**config.mk**
```make
export PLATFORM = sky130hd
export DESIGN_NAME = pi_vco_tuning_loop
export DESIGN_NICKNAME = d
export VERILOG_FILES = /design/src/sv/pvtl_pkg.sv /design/src/sv/pvtl_ctrl.sv /design/src/sv/pvtl_datapath.sv /design/src/sv/pi_vco_tuning_loop.sv
export SDC_FILE = /design/constraint.sdc
export NUM_CORES = 2
export LEC_CHECK = 0
export ABC_AREA = 1
export ABC_CLOCK_PERIOD_IN_PS = 6450
export BUFFER_PORTS_ARGS = -buffer_cell sky130_fd_sc_hd__buf_2
export CORE_MARGIN = 2
export CORE_UTILIZATION = 61
export CTS_BUF_LIST = sky130_fd_sc_hd__clkbuf_8
export CTS_CLUSTER_DIAMETER = 80
export DETAILED_ROUTE_END_ITERATION = 8
export PLACE_DENSITY = 0.87
export REMOVE_ABC_BUFFERS = 1
export SYNTH_ARGS = -nofsm -noshare
export SYNTH_HDL_FRONTEND = slang
export SYNTH_SLANG_ARGS = --single-unit
```
**constraint.sdc**
```tcl
create_clock -name clock -period 6.45 [get_ports clock]
set_input_delay 1.935 -clock clock [delete_from_list [all_inputs] [get_ports clock]]
set_output_delay 1.935 -clock clock [all_outputs]
set_load 0.02 [all_outputs]
```
**src/sv/pvtl_pkg.sv**
```systemverilog
// ----------------------------------------------------------------------------
// pvtl_pkg
// Shared types and constants for the VCO tuning PI loop.
// ----------------------------------------------------------------------------
package pvtl_pkg;

   localparam int DAC_BITS_DEFAULT   = 12;
   localparam int ERROR_BITS_DEFAULT = 32;

   localparam int GAIN_BITS      = 16;
   localparam int STEP_BITS      = 12;
   localparam int ALPHA_BITS     = 9;
   localparam int CSR_INDEX_BITS = 3;
   localparam int CSR_DATA_BITS  = 16;

   // Guard bits of the P+I sum over the error width: 17-bit signed gain product,
   // minus the Q8 shift, plus one carry bit.
   localparam int PI_GUARD_BITS = 10;

   localparam logic [GAIN_BITS-1:0]  PROP_GAIN_RESET    = 16'd128;
   localparam logic [GAIN_BITS-1:0]  INTEG_GAIN_RESET   = 16'd16;
   localparam logic [GAIN_BITS-1:0]  DAC_SCALE_RESET    = 16'd1000;
   localparam logic [STEP_BITS-1:0]  STEP_LIMIT_RESET   = 12'd64;
   localparam logic [ALPHA_BITS-1:0] SMOOTH_ALPHA_RESET = 9'd64;
   localparam logic [ALPHA_BITS-1:0] ALPHA_ONE          = 9'd256;

   typedef enum logic [CSR_INDEX_BITS-1:0] {
      CSR_PROP_GAIN    = 3'd0,
      CSR_INTEG_GAIN   = 3'd1,
      CSR_DAC_SCALE    = 3'd2,
      CSR_STEP_LIMIT   = 3'd3,
      CSR_SMOOTH_ALPHA = 3'd4
   } csr_index_type;

   typedef enum logic [3:0] {
      OP_NONE,
      OP_MUL_P,
      OP_ACC_P,
      OP_MUL_I,
      OP_ACC_I,
      OP_DIV_INIT,
      OP_DIV_STEP,
      OP_LIMIT,
      OP_BLEND
   } dp_op_type;

   typedef struct packed {
      logic      load;   // capture error, update integral
      dp_op_type op;
   } dp_cmd_type;

endpackage

```
**src/sv/pvtl_ctrl.sv**
```systemverilog
// ----------------------------------------------------------------------------
// pvtl_ctrl
// Sequencer for the PI loop: steps the datapath through one update per item.
// ----------------------------------------------------------------------------
module pvtl_ctrl #(
   parameter int ERROR_BITS = pvtl_pkg::ERROR_BITS_DEFAULT
) (
   input  logic                 clock,
   input  logic                 reset,
   input  logic                 req_valid,
   output logic                 req_ready,
   output logic                 rsp_valid,
   input  logic                 rsp_ready,
   output pvtl_pkg::dp_cmd_type cmd
);

   localparam int DivSteps = ERROR_BITS + pvtl_pkg::PI_GUARD_BITS;
   localparam int CntBits  = $clog2(DivSteps);

   typedef enum logic [3:0] {
      S_IDLE,
      S_MUL_P,
      S_ACC_P,
      S_MUL_I,
      S_ACC_I,
      S_DIV_INIT,
      S_DIV,
      S_LIMIT,
      S_BLEND
   } state_type;

   state_type          state_ff, state_in;
   logic [CntBits-1:0] cnt_ff, cnt_in;
   logic               rsp_valid_ff, rsp_valid_in;
   logic               slot_free;

   assign req_ready = (state_ff == S_IDLE);
   assign rsp_valid = rsp_valid_ff;
   assign slot_free = !rsp_valid_ff || rsp_ready;

   always_comb begin
      state_in     = state_ff;
      cnt_in       = cnt_ff;
      rsp_valid_in = rsp_valid_ff && !rsp_ready;
      cmd.load     = 1'b0;
      cmd.op       = pvtl_pkg::OP_NONE;
      unique case (state_ff)
         S_IDLE: begin
            if (req_valid) begin
               cmd.load = 1'b1;
               state_in = S_MUL_P;
            end
         end
         S_MUL_P: begin
            cmd.op   = pvtl_pkg::OP_MUL_P;
            state_in = S_ACC_P;
         end
         S_ACC_P: begin
            cmd.op   = pvtl_pkg::OP_ACC_P;
            state_in = S_MUL_I;
         end
         S_MUL_I: begin
            cmd.op   = pvtl_pkg::OP_MUL_I;
            state_in = S_ACC_I;
         end
         S_ACC_I: begin
            cmd.op   = pvtl_pkg::OP_ACC_I;
            state_in = S_DIV_INIT;
         end
         S_DIV_INIT: begin
            cmd.op   = pvtl_pkg::OP_DIV_INIT;
            cnt_in   = CntBits'(DivSteps - 1);
            state_in = S_DIV;
         end
         S_DIV: begin
            cmd.op = pvtl_pkg::OP_DIV_STEP;
            cnt_in = cnt_ff - 1'b1;
            if (cnt_ff == '0) begin
               state_in = S_LIMIT;
            end
         end
         S_LIMIT: begin
            cmd.op   = pvtl_pkg::OP_LIMIT;
            state_in = S_BLEND;
         end
         S_BLEND: begin
            // hold until the previous result has been transferred
            if (slot_free) begin
               cmd.op       = pvtl_pkg::OP_BLEND;
               rsp_valid_in = 1'b1;
               state_in     = S_IDLE;
            end
         end
         default: begin
            state_in = S_IDLE;
         end
      endcase
   end

   always_ff @(posedge clock) begin
      if (reset) begin
         state_ff     <= S_IDLE;
         cnt_ff       <= '0;
         rsp_valid_ff <= 1'b0;
      end else begin
         state_ff     <= state_in;
         cnt_ff       <= cnt_in;
         rsp_valid_ff <= rsp_valid_in;
      end
   end

endmodule

```
**src/sv/pvtl_datapath.sv**
```systemverilog
// ----------------------------------------------------------------------------
// pvtl_datapath
// Config registers, integral, shared gain multiplier, restoring divider,
// rate limit and low-pass blend of the PI loop.
// ----------------------------------------------------------------------------
module pvtl_datapath #(
   parameter int DAC_BITS   = pvtl_pkg::DAC_BITS_DEFAULT,
   parameter int ERROR_BITS = pvtl_pkg::ERROR_BITS_DEFAULT
) (
   input  logic                                clock,
   input  logic                                reset,
   input  logic                                csr_wen,
   input  logic [pvtl_pkg::CSR_INDEX_BITS-1:0] csr_index,
   input  logic [pvtl_pkg::CSR_DATA_BITS-1:0]  csr_wdata,
   input  pvtl_pkg::dp_cmd_type                cmd,
   input  logic signed [ERROR_BITS-1:0]        req_freq_error,
   output logic [DAC_BITS-1:0]                 rsp_dac_code
);

   localparam int GainBits  = pvtl_pkg::GAIN_BITS;
   localparam int StepBits  = pvtl_pkg::STEP_BITS;
   localparam int AlphaBits = pvtl_pkg::ALPHA_BITS;
   localparam int PiBits    = ERROR_BITS + pvtl_pkg::PI_GUARD_BITS;
   localparam int ProdBits  = ERROR_BITS + GainBits + 1;
   localparam int TermBits  = ProdBits - 8;
   localparam int SumBits   = (DAC_BITS > StepBits ? DAC_BITS : StepBits) + 2;
   localparam int BlendBits = DAC_BITS + AlphaBits;

   // configuration
   logic [GainBits-1:0]  prop_gain_ff, integ_gain_ff, dac_scale_ff;
   logic [StepBits-1:0]  step_limit_ff;
   logic [AlphaBits-1:0] smooth_alpha_ff;

   // loop state and working registers
   logic signed [ERROR_BITS-1:0] err_ff, esum_ff, esum_in;
   logic signed [ProdBits-1:0]   prod_ff, prod_in;
   logic signed [PiBits-1:0]     pi_ff;
   logic [PiBits-1:0]            dq_ff, dq_in;
   logic [GainBits-1:0]          rem_ff, rem_in;
   logic                         neg_ff;
   logic [DAC_BITS-1:0]          raw_ff, raw_in;
   logic [DAC_BITS-1:0]          last_output_ff;

   logic signed [ERROR_BITS:0]   esum_wide;
   logic [GainBits-1:0]          mul_a;
   logic signed [ERROR_BITS-1:0] mul_b;
   logic [TermBits-1:0]          term;
   logic [PiBits-1:0]            term_ext;
   logic [PiBits-1:0]            pi_mag;
   logic [GainBits-1:0]          divisor;
   logic [GainBits:0]            rem_shift, rem_diff;
   logic                         quo_bit;
   logic [StepBits-1:0]          delta_mag;
   logic [StepBits:0]            delta;
   logic [SumBits-1:0]           raw_sum;
   logic [AlphaBits-1:0]         alpha, alpha_inv;
   logic [BlendBits-1:0]         blend_sum;

   assign rsp_dac_code = last_output_ff;

   // saturating integral update
   assign esum_wide = {esum_ff[ERROR_BITS-1], esum_ff}
                    + {req_freq_error[ERROR_BITS-1], req_freq_error};
   always_comb begin
      if (esum_wide[ERROR_BITS] != esum_wide[ERROR_BITS-1]) begin
         esum_in = esum_wide[ERROR_BITS] ? {1'b1, {(ERROR_BITS-1){1'b0}}}
                                         : {1'b0, {(ERROR_BITS-1){1'b1}}};
      end else begin
         esum_in = esum_wide[ERROR_BITS-1:0];
      end
   end

   // shared gain multiplier
   assign mul_a   = (cmd.op == pvtl_pkg::OP_MUL_I) ? integ_gain_ff : prop_gain_ff;
   assign mul_b   = (cmd.op == pvtl_pkg::OP_MUL_I) ? esum_ff : err_ff;
   assign prod_in = ProdBits'($signed({1'b0, mul_a})) * ProdBits'(mul_b);

   // floor(prod / 256)
   assign term     = prod_ff[ProdBits-1:8];
   assign term_ext = {term[TermBits-1], term};
   assign pi_mag   = pi_ff[PiBits-1] ? (~pi_ff + 1'b1) : pi_ff;

   // restoring divider, one quotient bit per step
   assign divisor   = (dac_scale_ff == '0) ? GainBits'(1) : dac_scale_ff;
   assign rem_shift = {rem_ff, dq_ff[PiBits-1]};
   assign rem_diff  = rem_shift - {1'b0, divisor};
   assign quo_bit   = (rem_shift >= {1'b0, divisor});
   assign rem_in    = quo_bit ? rem_diff[GainBits-1:0] : rem_shift[GainBits-1:0];
   assign dq_in     = {dq_ff[PiBits-2:0], quo_bit};

   // rate limit, then clamp to the DAC range
   assign delta_mag = (dq_ff > PiBits'(step_limit_ff)) ? step_limit_ff
                                                       : dq_ff[StepBits-1:0];
   assign delta     = neg_ff ? (~{1'b0, delta_mag} + 1'b1) : {1'b0, delta_mag};
   assign raw_sum   = {{(SumBits-DAC_BITS){1'b0}}, last_output_ff}
                    + {{(SumBits-StepBits-1){delta[StepBits]}}, delta};
   always_comb begin
      if (raw_sum[SumBits-1]) begin
         raw_in = '0;
      end else if (raw_sum > SumBits'({DAC_BITS{1'b1}})) begin
         raw_in = {DAC_BITS{1'b1}};
      end else begin
         raw_in = raw_sum[DAC_BITS-1:0];
      end
   end

   // Q8 blend; a convex mix of two in-range codes stays in range
   assign alpha     = (smooth_alpha_ff > pvtl_pkg::ALPHA_ONE) ? pvtl_pkg::ALPHA_ONE
                                                              : smooth_alpha_ff;
   assign alpha_inv = pvtl_pkg::ALPHA_ONE - alpha;
   assign blend_sum = BlendBits'(alpha) * BlendBits'(raw_ff)
                    + BlendBits'(alpha_inv) * BlendBits'(last_output_ff);

   always_ff @(posedge clock) begin
      if (reset) begin
         prop_gain_ff    <= pvtl_pkg::PROP_GAIN_RESET;
         integ_gain_ff   <= pvtl_pkg::INTEG_GAIN_RESET;
         dac_scale_ff    <= pvtl_pkg::DAC_SCALE_RESET;
         step_limit_ff   <= pvtl_pkg::STEP_LIMIT_RESET;
         smooth_alpha_ff <= pvtl_pkg::SMOOTH_ALPHA_RESET;
      end else if (csr_wen) begin
         unique case (csr_index)
            pvtl_pkg::CSR_PROP_GAIN:    prop_gain_ff    <= csr_wdata;
            pvtl_pkg::CSR_INTEG_GAIN:   integ_gain_ff   <= csr_wdata;
            pvtl_pkg::CSR_DAC_SCALE:    dac_scale_ff    <= csr_wdata;
            pvtl_pkg::CSR_STEP_LIMIT:   step_limit_ff   <= csr_wdata[StepBits-1:0];
            pvtl_pkg::CSR_SMOOTH_ALPHA: smooth_alpha_ff <= csr_wdata[AlphaBits-1:0];
            default: begin
            end
         endcase
      end
   end

   always_ff @(posedge clock) begin
      if (reset) begin
         esum_ff        <= '0;
         last_output_ff <= {1'b1, {(DAC_BITS-1){1'b0}}};
      end else begin
         if (cmd.load) begin
            esum_ff <= esum_in;
         end
         if (cmd.op == pvtl_pkg::OP_BLEND) begin
            last_output_ff <= blend_sum[BlendBits-2:8];
         end
      end
   end

   always_ff @(posedge clock) begin
      if (cmd.load) begin
         err_ff <= req_freq_error;
      end
      unique case (cmd.op)
         pvtl_pkg::OP_MUL_P,
         pvtl_pkg::OP_MUL_I: begin
            prod_ff <= prod_in;
         end
         pvtl_pkg::OP_ACC_P: begin
            pi_ff <= term_ext;
         end
         pvtl_pkg::OP_ACC_I: begin
            pi_ff <= pi_ff + term_ext;
         end
         pvtl_pkg::OP_DIV_INIT: begin
            neg_ff <= pi_ff[PiBits-1];
            dq_ff  <= pi_mag;
            rem_ff <= '0;
         end
         pvtl_pkg::OP_DIV_STEP: begin
            dq_ff  <= dq_in;
            rem_ff <= rem_in;
         end
         pvtl_pkg::OP_LIMIT: begin
            raw_ff <= raw_in;
         end
         default: begin
         end
      endcase
   end

endmodule

```
**src/sv/pi_vco_tuning_loop.sv**
```systemverilog
// ----------------------------------------------------------------------------
// pi_vco_tuning_loop
// PI controller with rate limit and low-pass smoothing for a VCO tuning DAC.
// ----------------------------------------------------------------------------
//  port group  | direction | contents
//  req_*       | in        | freq_error, signed ERROR_BITS, valid/ready
//  rsp_*       | out       | dac_code, DAC_BITS unsigned, valid/ready
//  csr_*       | in        | wen/index/wdata, write only, takes effect next cycle
//
//  One request is processed at a time; after the request transfer the update
//  steps through the P and I products, the divider, the rate limit and the
//  blend, and the result is valid once the blend writes the output. The
//  restoring divider makes one quotient bit per clock over ERROR_BITS+10 bits.
//  A new request is taken while the previous result waits; the update stalls
//  just before writing the output until that result has been transferred.
//  Reset: integral zero, output at midscale, registers at their defaults.
// ----------------------------------------------------------------------------
module pi_vco_tuning_loop #(
   parameter int DAC_BITS   = pvtl_pkg::DAC_BITS_DEFAULT,
   parameter int ERROR_BITS = pvtl_pkg::ERROR_BITS_DEFAULT
) (
   input  logic                                clock,
   input  logic                                reset,
   input  logic                                req_valid,
   output logic                                req_ready,
   input  logic signed [ERROR_BITS-1:0]        req_freq_error,
   output logic                                rsp_valid,
   input  logic                                rsp_ready,
   output logic [DAC_BITS-1:0]                 rsp_dac_code,
   input  logic                                csr_wen,
   input  logic [pvtl_pkg::CSR_INDEX_BITS-1:0] csr_index,
   input  logic [pvtl_pkg::CSR_DATA_BITS-1:0]  csr_wdata
);

   pvtl_pkg::dp_cmd_type cmd;

   pvtl_ctrl #(
      .ERROR_BITS (ERROR_BITS)
   ) u_ctrl (
      .clock     (clock),
      .reset     (reset),
      .req_valid (req_valid),
      .req_ready (req_ready),
      .rsp_valid (rsp_valid),
      .rsp_ready (rsp_ready),
      .cmd       (cmd)
   );

   pvtl_datapath #(
      .DAC_BITS   (DAC_BITS),
      .ERROR_BITS (ERROR_BITS)
   ) u_datapath (
      .clock          (clock),
      .reset          (reset),
      .csr_wen        (csr_wen),
      .csr_index      (csr_index),
      .csr_wdata      (csr_wdata),
      .cmd            (cmd),
      .req_freq_error (req_freq_error),
      .rsp_dac_code   (rsp_dac_code)
   );

endmodule
```
==> reports/qor.log <==
INFO  yosys          yosys_register_bits=310
INFO  yosys          synth_enable_flop_cells=186
INFO  worst_setup_path setup.worst_path.start_class=register
INFO  die            die_h=272um
INFO  clock_network  tritoncts=done
INFO  pwr            power_density_normalized_to_cell_area=286nW/um^2
INFO  worst_setup_path crit-reg2reg-launch=u_ctrl.state_ff[3]
INFO  worst_setup_path cp_slowest_cell=sky130_fd_sc_hd__fa_1
INFO  placement      dpl.hpwl=105000um
INFO  yosys          ys_warn_count=0
INFO  drt            detail_route.wl_per_cell=21.6um
INFO  finish         postLayoutCellArea=52400um^2
INFO  die            core-area=71400um^2
INFO  placement      dpl_cell_area=48600um^2
INFO  clock_network  cts-htree-levels=2
INFO  pwr            ir_drop=0.000276V
INFO  yosys          synth.top_cells.by_area=sky130_fd_sc_hd__fa_1 (30%), sky130_fd_sc_hd__edfxtp_1 (13%), sky130_fd_sc_hd__inv_1 (11%)
INFO  drt            vias=42656
INFO  yosys          most_common_cell_in_the_netlist=sky130_fd_sc_hd__inv_1
INFO  die            start_util=61.5%
INFO  worst_setup_path worst-endpoint-arrival=8.42ns
INFO  finish         layout-drive-gt1-share=18.2%
INFO  drt            initialDrtViolationCount=4965
INFO  sta            report.final.hold_viol_count=0
INFO  placement      gp_congestion=0.999
INFO  worst_setup_path worstSetupEndpointType=register
INFO  clock_network  cts_inserted_buffers=56
INFO  sta            grt_setup_unrepaired=true
INFO  clock_network  number_of_clock_sinks=310
INFO  finish         postLayoutCoreUtil=73.4%
INFO  clock_network  insertion_delay=0.71ns
INFO  die            fp-row-count=98
INFO  global_routing grt_pass1_wl=219000um
INFO  sta            finalClockSkew=0.0346ns
INFO  yosys          mappedNetlistArea=43900um^2
INFO  drt            first_pass_drt_iterations=9
INFO  global_routing grt_pass1_vias=42615
INFO  pwr            p_leak=25.8nW
INFO  global_routing globalRouteOverflowTotal=0
INFO  yosys          postSynthCellCount=5569
INFO  global_routing track_usage=37.6%
INFO  yosys          synth.top_cell.area_share=30.1%
INFO  sta            count_of_final_setup_violators=35
INFO  sta            timing.final.ws_setup=-1.54ns
INFO  sta            max_slew_headroom=17.4%
INFO  yosys          synthArstFlopShare=0%
INFO  sta            final.period_utilization=124%
INFO  die            fp.dieW=272um
INFO  worst_setup_path criticalPathCategory=reg -> reg
INFO  sta            worst-slew-pin-transition=1.24ns
INFO  global_routing grt_antenna_before_repair=7
INFO  worst_setup_path cp.required=6.88ns
INFO  outcome        status=finished with violations
INFO  finish         count_of_nets_after_finishing=7097
INFO  clock_network  cts_buffer_depth=3
INFO  worst_setup_path critical_path_peak_fanout=11
INFO  yosys          post_synth_num_cell_types=53
INFO  worst_setup_path crit_start=u_ctrl.state_ff[3]
INFO  outcome        violations_in_the_final_reports=DRC, setup timing
INFO  yosys          yosysSeqAreaShare=18.4%
INFO  die            fp.dieArea=74100um^2
INFO  yosys          postSynth.topFlopCell=sky130_fd_sc_hd__edfxtp_1
INFO  drt            drt-vias-per-instance=6.02
INFO  worst_setup_path critical_path.most_common_cell=sky130_fd_sc_hd__fa_1
INFO  yosys          synthesis.area_per_instance=7.88um^2
INFO  global_routing pin_count_of_the_biggest_net_entering_global_routing=80
INFO  finish         flow.area_growth_from_synthesis=19.2%
INFO  min_path       min_path_type=reg -> reg
INFO  clock_network  cts_root_buf=sky130_fd_sc_hd__clkbuf_8
INFO  sta            final.min_clock_period=7.99ns
INFO  drt            postRouteWirelength=153000um
INFO  yosys          synth_top_area_cell=sky130_fd_sc_hd__fa_1
INFO  worst_setup_path critPathMaxStageDelay=0.93ns
INFO  clock_network  clk_pin_slew=0.07ns
INFO  sta            fmax=125MHz
INFO  sta            slew_violations=0
INFO  drt            detail-route-antenna-nets=0
INFO  die            boundary_pin_count=70
INFO  min_path       holdCritStartpoint=u_datapath.integ_gain_ff[14]
INFO  yosys          netlist_top_cells_count=sky130_fd_sc_hd__inv_1 (1235), sky130_fd_sc_hd__nand2_1 (1056), sky130_fd_sc_hd__fa_1 (660)
INFO  run            max_cap_viol_count=0
INFO  placement      portBuffers=69
INFO  drt            detail_route.drc_violations=29
[worst paths after layout]
| check | cells after the start | end | slack, ns |
|---|---|---|---|
| worst max-delay path | 27 | u_datapath.prod_ff[27] | -1.54 |
| worst min-delay path | 2 | u_datapath.integ_gain_ff[14] | 0.45 |
| worst max register to register | 27 | u_datapath.prod_ff[27] | -1.54 |
| worst min register to register | 2 | u_datapath.integ_gain_ff[14] | 0.45 |
[worst max-delay path, delay by kind of cell, from the launching register on]
family / cells / cell delay, ns
AO/OA/AOI/OAI: 7 / 1.32
adder cells (fa/ha/maj): 7 / 3.79
buffers and inverters: 9 / 1.55
flip-flops: 1 / 0.34
XOR/XNOR: 1 / 0.18
AND/OR/NAND/NOR: 3 / 0.53
[per-layer routing]
| metal | track usage (%) | part of all wire (%) |
|---|---|---|
| met5 | 0 | 0.11 |
| met1 | 41.1 | 32 |
| met2 | 62.6 | 45 |
| met4 | 28.8 | 10 |
| met3 | 9.89 | 13 |
[cell type report]
type,instances,area [um^2]
multi-input cells,3855,32200
clock buffers,62,853
clock inverters,43,293
well taps,950,1190
fillers,4605,19000
repair buffers,604,4940
flip-flops and latches,310,8080
diodes,6,15.0
inverters,1255,4770
[cell usage in the layout (no fill, tap or decap), types with 11 or more instances in the layout]
cell type,count
sky130_fd_sc_hd__inv_1,1191
sky130_fd_sc_hd__nand2_1,1017
sky130_fd_sc_hd__fa_1,629
sky130_fd_sc_hd__nor2_1,524
sky130_fd_sc_hd__buf_4,469
sky130_fd_sc_hd__a21oi_1,267
sky130_fd_sc_hd__ha_1,263
sky130_fd_sc_hd__o21ai_0,256
sky130_fd_sc_hd__edfxtp_1,186
sky130_fd_sc_hd__nand3_1,132
sky130_fd_sc_hd__dfxtp_1,119
sky130_fd_sc_hd__xor2_1,101
sky130_fd_sc_hd__buf_2,69
sky130_fd_sc_hd__xnor2_1,68
sky130_fd_sc_hd__clkbuf_8,62
sky130_fd_sc_hd__nor2_2,61
sky130_fd_sc_hd__inv_2,59
sky130_fd_sc_hd__nand2_2,39
sky130_fd_sc_hd__o21ai_1,38
sky130_fd_sc_hd__nor3_1,35
sky130_fd_sc_hd__a21oi_2,35
sky130_fd_sc_hd__a31oi_1,35
sky130_fd_sc_hd__o21ai_2,34
sky130_fd_sc_hd__ha_4,33
sky130_fd_sc_hd__fa_2,31
sky130_fd_sc_hd__nand4_1,29
sky130_fd_sc_hd__nor2_4,29
sky130_fd_sc_hd__buf_12,28
sky130_fd_sc_hd__buf_6,27
sky130_fd_sc_hd__o21bai_1,22
sky130_fd_sc_hd__or2_2,18
sky130_fd_sc_hd__a21o_1,16
sky130_fd_sc_hd__o211ai_1,16
sky130_fd_sc_hd__nor4_1,14
sky130_fd_sc_hd__clkinv_1,12
sky130_fd_sc_hd__nand3_2,11
sky130_fd_sc_hd__o21a_1,11
[cells by family after synthesis]
kind of cell | after synthesis | synth area share (%)
compound gates | 787 | 9.75
xor+xnor | 171 | 3.43
fa+ha+maj | 959 | 38.6
buf+inv | 1404 | 12.1
flops | 310 | 18.4
simple gates | 1938 | 17.7
[sequential cells by signal (all words and copies together), names as in the netlist, 4 cells and up]
signal	flops
u_datapath.pi_ff	42
u_datapath.rem_ff	16
u_datapath.step_limit_ff	12
u_datapath.dac_scale_ff	16
u_datapath.prod_ff	41
u_ctrl.cnt_ff	6
u_datapath.smooth_alpha_ff	9
u_ctrl.state_ff	4
u_datapath.err_ff	32
u_datapath.prop_gain_ff	16
u_datapath.rsp_dac_code	12
u_datapath.raw_ff	12
u_datapath.dq_ff	42
u_datapath.integ_gain_ff	16
u_datapath.esum_ff	32
[metrics by stage]
stage | hold WS [ns] | total power, W | setup TNS, ns | setup WS [ns] | instances
floorplan | 0.427 | 0.00773 | -84.70 | -2.73 | 5420
global placement | 0.437 | 0.0106 | -7.35 | -0.466 | 6895
detailed placement | 0.450 | 0.0108 | -11.87 | -0.592 | 6895
CTS | 0.454 | 0.0135 | -1.64 | -0.159 | 7031
global route | 0.502 | 0.0159 | -38.01 | -1.62 | 7082
finish | 0.455 | 0.0150 | -31.70 | -1.54 | 7085
[power by group]
part           switching (W)  total [W]  internal (W)
clock network       0.000969    0.00198       0.00101
logic                0.00602     0.0102       0.00415
registers           0.000262    0.00284       0.00258
total                0.00725     0.0150       0.00774
[timing repair]
action	in CTS	in global routing
pin swaps	48	122
gates resized for setup	247	299
hold buffers	0	0
setup endpoints to repair	39	46
cloned	3	2
buffers inserted	28	48
(Power assumes the default switching activity.)
